$ cat src/hdl/rmq_sqrt_pipe.sv
// pipelined integer square root, one result bit per stage
`timescale 1ns / 1ps
module rmq_sqrt_pipe #(
  parameter int RB = 25
) (
  input  logic          clk,
  input  logic          en,
  input  logic [2*RB-1:0] radicand,
  output logic [RB-1:0] root
);

  logic [RB+1:0]   rem_w  [0:RB];
  logic [RB-1:0]   root_w [0:RB];
  logic [2*RB-1:0] rad_w  [0:RB];

  assign rem_w[0]  = '0;
  assign root_w[0] = '0;
  assign rad_w[0]  = radicand;

  for (genvar k = 0; k < RB; k++) begin : g_step
    logic [RB+1:0] cand;
    logic [RB+1:0] trial;
    logic          ge;
    always_comb begin
      cand  = {rem_w[k][RB-1:0], rad_w[k][2*RB-1:2*RB-2]};
      trial = {root_w[k], 2'b01};
      ge    = cand >= trial;
    end
    always_ff @(posedge clk) begin
      if (en) begin
        rem_w[k+1]  <= ge ? cand - trial : cand;
        root_w[k+1] <= {root_w[k][RB-2:0], ge};
        rad_w[k+1]  <= {rad_w[k][2*RB-3:0], 2'b00};
      end
    end
  end

  assign root = root_w[RB];

endmodule

$ cat config.mk
export PLATFORM = sky130hd
export DESIGN_NAME = rmq_sqrt_pipe
export DESIGN_NICKNAME = d
export VERILOG_FILES = /design/src/hdl/rmq_sqrt_pipe.sv
export SDC_FILE = /design/constraint.sdc
export NUM_CORES = 2
export LEC_CHECK = 0
export BUFFER_PORTS_ARGS = -buffer_cell sky130_fd_sc_hd__buf_2
export CORE_ASPECT_RATIO = 1.25
export CORE_MARGIN = 4
export CORE_UTILIZATION = 25
export DETAILED_ROUTE_END_ITERATION = 12
export SYNTH_ARGS = -nofsm -noshare
export SYNTH_HDL_FRONTEND = slang
export SYNTH_SLANG_ARGS = --single-unit
$ cat constraint.sdc
create_clock -name clk -period 4.06 [get_ports clk]
set_input_delay 0.406 -clock clk [delete_from_list [all_inputs] [get_ports clk]]
set_output_delay 0.406 -clock clk [all_outputs]
set_load 0.05 [all_outputs]
==> impl_metrics.env <==
export IMPL_synth_nets=5558
export IMPL_cp_max_fo=35
export IMPL_crit_type="reg -> reg"
export IMPL_status="finished clean"
export IMPL_seq_area_frac_synth=0.656
export IMPL_yosysWarnings=0
export IMPL_grt_total_usage=0.0855
export IMPL_vias=39200
export IMPL_placed_cell_area_um2=73800
export IMPL_cts_root_buffer="clkbuf_16"
export IMPL_area_growth_pct=16.2
export IMPL_r2r_start="g_step[19].cand[3]"
export IMPL_fin_nets=5854
export IMPL_timing_setup_tns_ns=0
export IMPL_num_rows=214
export IMPL_power_uw=42500
export IMPL_ant_nets=0
export IMPL_slew_headroom=0.285
export IMPL_dp_final_hpwl_um=88100
export IMPL_cp_arrival_ns=4.20
export IMPL_cts_buffer_depth=3
export IMPL_synth_edf_count=1493
export IMPL_whs_path_depth=1
export IMPL_wl_um=123000
export IMPL_htreeDepth=4
export IMPL_clk_insertion_delay_late_ns=0.80
export IMPL_setup_viol=0
export IMPL_p_per_area_nw_per_um2=536
export IMPL_fin_ws_ns=0.394
export IMPL_ys_top_cells_by_area="edfxtp_1 (66%), ha_1 (6.4%), xor2_1 (2.9%), xnor2_1 (2.9%), inv_1 (2.5%)"
export IMPL_antenna_found_initial=1
export IMPL_hold_path_endpoint="rad_w[1221]"
export IMPL_worst_r2r_setup_slack_ns=0.39
export IMPL_hp_class="in -> reg"
export IMPL_p_leak_uw=0.0299
export IMPL_io_buffers=76
export IMPL_synth_area_um2=68400
export IMPL_fin_skew_ns=0.0604
export IMPL_drt_initial_drc_count=1950
export IMPL_dieArea_um2=282000
export IMPL_first_pass_iters=5
export IMPL_fp_dieW_um=476
export IMPL_drc=0
export IMPL_maxSlewViolCount=0
export IMPL_cp_buffers_inverters=1
export IMPL_final_cell_mix="edfxtp_1 (1493), inv_1 (454), ha_1 (351), nor2_1 (328), a21oi_1 (320)"
export IMPL_core_area_um2=272000
export IMPL_syn_avg_cell_area_um2=13.3
export IMPL_start_util=0.251
export IMPL_min_period_ns=3.67
export IMPL_netlist_instances=5155
export IMPL_first_global_vias=41000
export IMPL_gp_congestion=0.930
export IMPL_final_common_cell="edfxtp_1"
export IMPL_end_kind="flop"
export IMPL_period_share=0.903
export IMPL_layout_drive_gt1_share=0.0893
export IMPL_async_flop_share=0
export IMPL_crit_family="compound AO/OA/AOI/OAI gates"
export IMPL_grt_pass1_wl_um=199000
export IMPL_drt_wirelength_per_cell_um=13.4
export IMPL_dpl_worst_slack_ns=0.452
export IMPL_synth_cell_types=81
export IMPL_r2r_end="g_step[20].cand[7]"
export IMPL_grt_max_degree=115
export IMPL_overflow=0
export IMPL_critPathLaunch="g_step[19].cand[3]"
export IMPL_rsz0062_at_grt="false"
export IMPL_routed_via_density=4.29
export IMPL_ioPinCount=77
export IMPL_crit_chain="ha_1, a21oi_1, nand2_1, a221oi_1, o21ai_0, a31oi_1, o21bai_1, a211o_1, buf_12, mux2_2"
export IMPL_final_core_util=0.292
export IMPL_critical_path_slowest_cell="a221oi_1"
export IMPL_fmax_mhz=273
export IMPL_min_from="en"
export IMPL_r2r_cells=10
export IMPL_cap_violations=0
export IMPL_worstMarginPinSlew_ns=1.06
export IMPL_netlist_area_leader_share=0.656
export IMPL_slowest_delay_ns=0.46
export IMPL_worstPathRequired_ns=4.59
export IMPL_synth_top_flop_cell="edfxtp_1"
export IMPL_clk_pin_slew_ns=0.06
export IMPL_hold_viol=0
export IMPL_fin_area_um2=79400
export IMPL_synth_area_leader_cell="edfxtp_1"
export IMPL_ys_seq_elements=1493
export IMPL_cts_tree="done"
export IMPL_cts_buffers=162
export IMPL_cts_sinks=1493
export IMPL_start_kind="flop"
export IMPL_vdd_drop_max_uv=437
export IMPL_dieHeight_um=593
[flip-flops by register name, indices dropped and copies added, names as in the netlist]
register / count
g_step.trial: 300
g_step.cand: 616
root: 25
rad_w: 552
[worst max path at each step]
stage                               end  slack (ns)  cells after the start
floorplan           g_step[24].cand[18]        0.70                     11
global placement     g_step[24].cand[6]        0.46                     11
detailed placement   g_step[4].cand[23]        0.45                      9
CTS                 g_step[19].cand[23]        0.41                     11
global route        g_step[19].cand[23]        0.17                     11
finish               g_step[20].cand[7]        0.39                     10
[report_power, final]
| group | switching (µW) | internal (µW) |
|---|---|---|
| clock network | 6040 | 7920 |
| registers | 1030 | 19500 |
| logic | 4490 | 3600 |
[Yosys cell counts, types with 9 or more instances]
master     count
mux2_2        71
o21ai_0      253
nand3_1       78
o21a_1        65
nand2_1      308
and2_1        18
or2_2         28
xnor2_1      223
nand2b_1      72
edfxtp_1    1493
a2111oi_0      9
nand4_1       47
a211o_1        9
nor2_1       328
inv_1        454
xor2_1       228
nor4_1        58
a31oi_1       37
a21oi_1      320
o211ai_1      13
nand3b_1       9
a21o_1       112
nor2b_1       47
or4_1         30
clkbuf_1      60
or3_1         51
nor3_1       123
o31ai_1       33
o21bai_1      27
ha_1         351
a211oi_1      25
and3_1        30
[area by class of cell]
type,count,area (µm²)
fill,27200,193000
sequential,1493,44800
multi-input combinational,3137,21600
tap,3564,4460
clock buffer,198,4210
inverter,455,1710
timing repair buffer,202,1680
clock inverter,93,930
antenna,1,2.50
[layer usage]
metal	vias to the layer above	wire (µm)	GRT usage
li1	19600	-	-
met1	18600	43000	0.0785
met2	677	68100	0.170
met3	367	3970	0.0165
met4	0	7520	0.0530
met5	-	0	0
[per-stage QoR]
stage | std cells | hold slack (ns)
final | 9143 | 0.118
after global routing | 9143 | 0.117
after CTS | 9142 | 0.0837
after detailed placement | 8800 | 0.405
after global placement | 8800 | 0.401
after floorplan | 5155 | 0.400
[cell families after synthesis]
logic type | count (synthesis) | share of synthesized area
muxes | 79 | 0.0129
buffers and inverters | 525 | 0.0291
adders and majority gates | 351 | 0.0642
other | 1 | 0.0000549
and+or+nand+nor | 1265 | 0.0910
AOI/OAI and AO/OA | 990 | 0.0891
xor gates and xnor gates | 451 | 0.0578
DFF | 1493 | 0.656
[what timing repair did]
item,in CTS,in global routing
hold endpoints to repair,51,0
gates resized for setup,0,0
buffers inserted,0,0
hold buffers,51,0
Note: power is estimated with default switching activity, not from simulation.
