==> src/hdl/rmq_div_pipe.sv <==
// pipelined restoring divider, one quotient bit per stage
`timescale 1ns / 1ps
module rmq_div_pipe #(
  parameter int DW = 35,
  parameter int SW = 26
) (
  input  logic          clk,
  input  logic          en,
  input  logic [DW-1:0] dividend,
  input  logic [SW-1:0] divisor,
  output logic [DW-1:0] quotient
);

  logic [SW-1:0] rem_w [0:DW];
  logic [DW-1:0] dvd_w [0:DW];
  logic [DW-1:0] quo_w [0:DW];
  logic [SW-1:0] den_w [0:DW];

  assign rem_w[0] = '0;
  assign dvd_w[0] = dividend;
  assign quo_w[0] = '0;
  assign den_w[0] = divisor;

  for (genvar k = 0; k < DW; k++) begin : g_step
    logic [SW:0] cand;
    logic [SW:0] diff;
    logic        ge;
    always_comb begin
      cand = {rem_w[k], dvd_w[k][DW-1]};
      diff = cand - {1'b0, den_w[k]};
      ge   = cand >= {1'b0, den_w[k]};
    end
    always_ff @(posedge clk) begin
      if (en) begin
        rem_w[k+1] <= ge ? diff[SW-1:0] : cand[SW-1:0];
        dvd_w[k+1] <= {dvd_w[k][DW-2:0], 1'b0};
        quo_w[k+1] <= {quo_w[k][DW-2:0], ge};
        den_w[k+1] <= den_w[k];
      end
    end
  end

  assign quotient = quo_w[DW];

endmodule

==> config.mk <==
export PLATFORM = sky130hd
export DESIGN_NAME = rmq_div_pipe
export DESIGN_NICKNAME = d
export VERILOG_FILES = /design/src/hdl/rmq_div_pipe.sv
export SDC_FILE = /design/constraint.sdc
export NUM_CORES = 2
export LEC_CHECK = 0
export BUFFER_PORTS_ARGS = -buffer_cell sky130_fd_sc_hd__buf_2
export CORE_ASPECT_RATIO = 2
export CORE_MARGIN = 2
export CORE_UTILIZATION = 55
export DETAILED_ROUTE_END_ITERATION = 12
export PLACE_DENSITY = 0.73
export RECOVER_POWER = 25
export SLEW_MARGIN = 20
export SYNTH_ARGS = -nofsm -noshare
export SYNTH_HDL_FRONTEND = slang
export SYNTH_SLANG_ARGS = --single-unit
==> constraint.sdc <==
create_clock -name clk -period 3.4 [get_ports clk]
set_input_delay 0.34 -clock clk [delete_from_list [all_inputs] [get_ports clk]]
set_output_delay 0.34 -clock clk [all_outputs]
set_load 0.01 [all_outputs]
==> results.cfg <==
[routing]
wl_per_cell_um = 20.3
antenna_left = 0
wirelength_um = 327000
dr.pass1.iters = 6
num_vias = 91100
remaining_drc_errors = 0
vias_per_cell = 5.65
drtIter0Drc = 7307

[sta]
period_share = 1.05
timing.fmax_ghz = 0.279
worst_slack_ns = -0.180
rsz0062_at_grt = true
slew_violations = 0
worst_slew_pin_slew_ns = 0.994
finClkSkew_ns = 0.0564
hold_viol = 0
period_needed_ns = 3.58
setup_violations = 18
relSlewSlack = 0.335

[global_route]
grt_pass1_wl_um = 493000
grt_max_degree = 111
grt_overflow = 0
grt_pass1_vias = 88200
antenna_found_initial = 9
track_usage = 0.234

[synthesis]
synth_edf_count = 2993
syn-cell-area_um2 = 145000
yosys_most_used_dff = edfxtp_1
synth.avg_cell_area_um2 = 13.0
ys_seq_elements = 2993
syn_nets = 12200
synth_cell_type_count = 103
synth_cells = 11200
synth_top_cell_by_area = edfxtp_1
yosys_warnings = 0
ys_seq_area_frac = 0.618
async_flop_share = 0
yosys-top-cells-area = edfxtp_1 62%, ha_1 7.6%, a21oi_1 2.9%
synth.top_cell.area_share = 0.618

[worst_setup_path]
cp_cell_sequence = inv_2 -> ha_4 -> inv_2 -> fa_2 -> a211oi_4 -> o211ai_1 -> a41oi_2 -> nor3_2 -> o21a_1 -> o41a_1 -> a221o_1 -> o31ai_2 -> xnor2_1 -> mux2_2
ff2ff_path_depth = 14
required_ns = 4.02
slowest_stage = edfxtp_1
r2r-start = dvd_w[279]$_DFFE_PP_
reg2reg_to = g_step[29].cand[23]$_DFFE_PP_
crit_family = compound AO/OA/AOI/OAI gates
critPathLaunchType = register
slowest_delay_ns = 0.37
path_buf_inv = 2
path_common_cell = inv_2
path_max_fanout = 3
setup.worst_path.class = reg2reg
cp-end-kind = register
reg2reg_slack_ns = -0.18
cp.arrival_ns = 4.20

[clock_network]
cts-root-buf = clkbuf_16
clk_path_buf_depth = 4
cts_htree_levels = 5
cts.sinks = 2993
cts_tree = built
clk_pin_slew_ns = 0.07
clk_latency_ns = 0.88
cts_buffers = 273

[floorplan]
start_util = 0.551
io_pins = 98
fp.dieW_um = 367
core_area_um2 = 264000
die-area_um2 = 269000
die_y_um = 731
rows = 267

[power_and_ir_drop]
p_total_uw = 160000
power_density_nw_per_um2 = 941
p_leak_uw = 0.0682
ir_drop_v = 0.000613

[worst_hold_path]
holdPathStages = 2
hold_path_end = dvd_w[1209]$_DFFE_PP_
hp-start = dividend[18]
min_path_type = in2reg

[placed_design]
dp_slack_ns = -0.494
gp_congestion = 0.931
place_hpwl_um = 233000
port_buffers = 97
dpl.cell_count = 15400
placed_cell_area_um2 = 156000

[final_layout]
fin_cells = 16100
design_area_um2 = 170000
areaGrowthSynthToFinish_pct = 17.1
drive_above_1_share = 0.188
fin_nets = 13400

[flow_run]
cap_violations = 0

[outcome]
violations = negative setup slack
outcome = complete, but fails checks
through the flow:
stage          setup TNS [ns]  hold slack (ns)   util
3_5_place_dp           -18.86            0.405  0.593
3_3_place_gp           -10.88            0.400  0.593
5_1_grt                 -8.20            0.133  0.646
4_1_cts                -0.267           0.0976  0.632
6_report               -0.787            0.176  0.646
2_1_floorplan               0            0.400      -
placed cells by master (no fill, tap or decap), types with 106 or more instances in the layout:
cell type,instances
mux2_2,328
xnor2_1,435
nand3_1,158
o21a_1,120
inv_1,1080
nand4_1,117
o21bai_1,109
nor3_1,121
edfxtp_1,2993
o21ai_0,476
nand2_1,566
clkbuf_16,301
buf_4,917
a21oi_1,779
nor2b_1,106
nor2_1,590
xor2_1,271
a21o_1,408
nand2b_1,117
ha_1,849
cell type report:
type	count	area, um^2
antenna	2	5.00
clock buffer	309	7140
clock inverter	154	1590
fill	19300	93400
inverter	1114	4190
multi-input combinational	6850	52700
sequential	2993	89900
tap	3497	4380
timing repair buffer	1207	10400
sequential cells by signal (all words and copies together) (netlist names):
name / count
g_step.cand: 884
quotient: 35
den_w: 884
quo_w: 595
dvd_w: 595
power by group:
| part | internal [uW] | switching [uW] | total, uW |
|---|---|---|---|
| Combinational | 35000 | 37400 | 72400 |
| Sequential | 51800 | 5190 | 57000 |
| Clock | 17100 | 13600 | 30700 |
synthesized netlist by cell type (all sizes together) (22+ instances only):
library cell and count:
fa 33, nor4 41, a211o 26, nand3 163
o21bai 114, edfxtp 2993, nor2b 117, o31a 22
a21o 409, o21a 122, or3 38, xor2 273
nor3 127, a31oi 86, and2 43, or2 28
mux2i 31, a21boi 30, inv 1114, mux2 433
xnor2 437, nand2 569, clkbuf 126, o21ai 562
nand2b 120, o211ai 33, nor2 604, o31ai 68
a221oi 27, a21oi 858, buf 111, ha 886
a211oi 86, and3 71, nand4 118, a31o 24
logic make-up (layout without fill, tap and decap cells):
kind of cell / count (synthesis) / after routing / share of synthesized area
compound gates: 2639 / 2640 / 0.115
buf+inv: 1351 / 2784 / 0.0367
flops: 2993 / 2993 / 0.618
xor+xnor: 710 / 710 / 0.0428
other cells: 0 / 2 / 0
mux: 464 / 464 / 0.0362
simple gates: 2117 / 2117 / 0.0697
fa+ha+maj: 919 / 919 / 0.0808
repair_timing:
item / in CTS / in global routing
gates resized for setup: 135 / 463
pin swaps: 56 / 217
hold buffers: 62 / 0
gates cloned: 3 / 25
endpoints found under the setup margin: 349 / 670
hold endpoints to repair: 83 / 0
buffers inserted: 48 / 125
worst max-delay path by stage:
stage | startpoint | end | slack, ns | cells past startpoint
final | dvd_w[279]$_DFFE_PP_ | g_step[29].cand[23]$_DFFE_PP_ | -0.18 | 14
after global routing | dvd_w[279]$_DFFE_PP_ | g_step[29].cand[23]$_DFFE_PP_ | -0.26 | 14
after CTS | dvd_w[489]$_DFFE_PP_ | g_step[23].cand[23]$_DFFE_PP_ | -0.12 | 15
after detailed placement | dvd_w[489]$_DFFE_PP_ | g_step[23].cand[23]$_DFFE_PP_ | -0.49 | 15
after global placement | dvd_w[489]$_DFFE_PP_ | g_step[23].cand[23]$_DFFE_PP_ | -0.50 | 15
after floorplan | dvd_w[489]$_DFFE_PP_ | g_step[23].cand[23]$_DFFE_PP_ | 0.02 | 14
layer usage:
metal	global-route usage	vias to the layer above	routed length, um
li1	-	43900	-
met1	0.327	44000	143000
met2	0.380	2536	153000
met3	0.0281	614	17600
met4	0.0839	4	13000
met5	0	-	23
(Power assumes the default switching activity.)
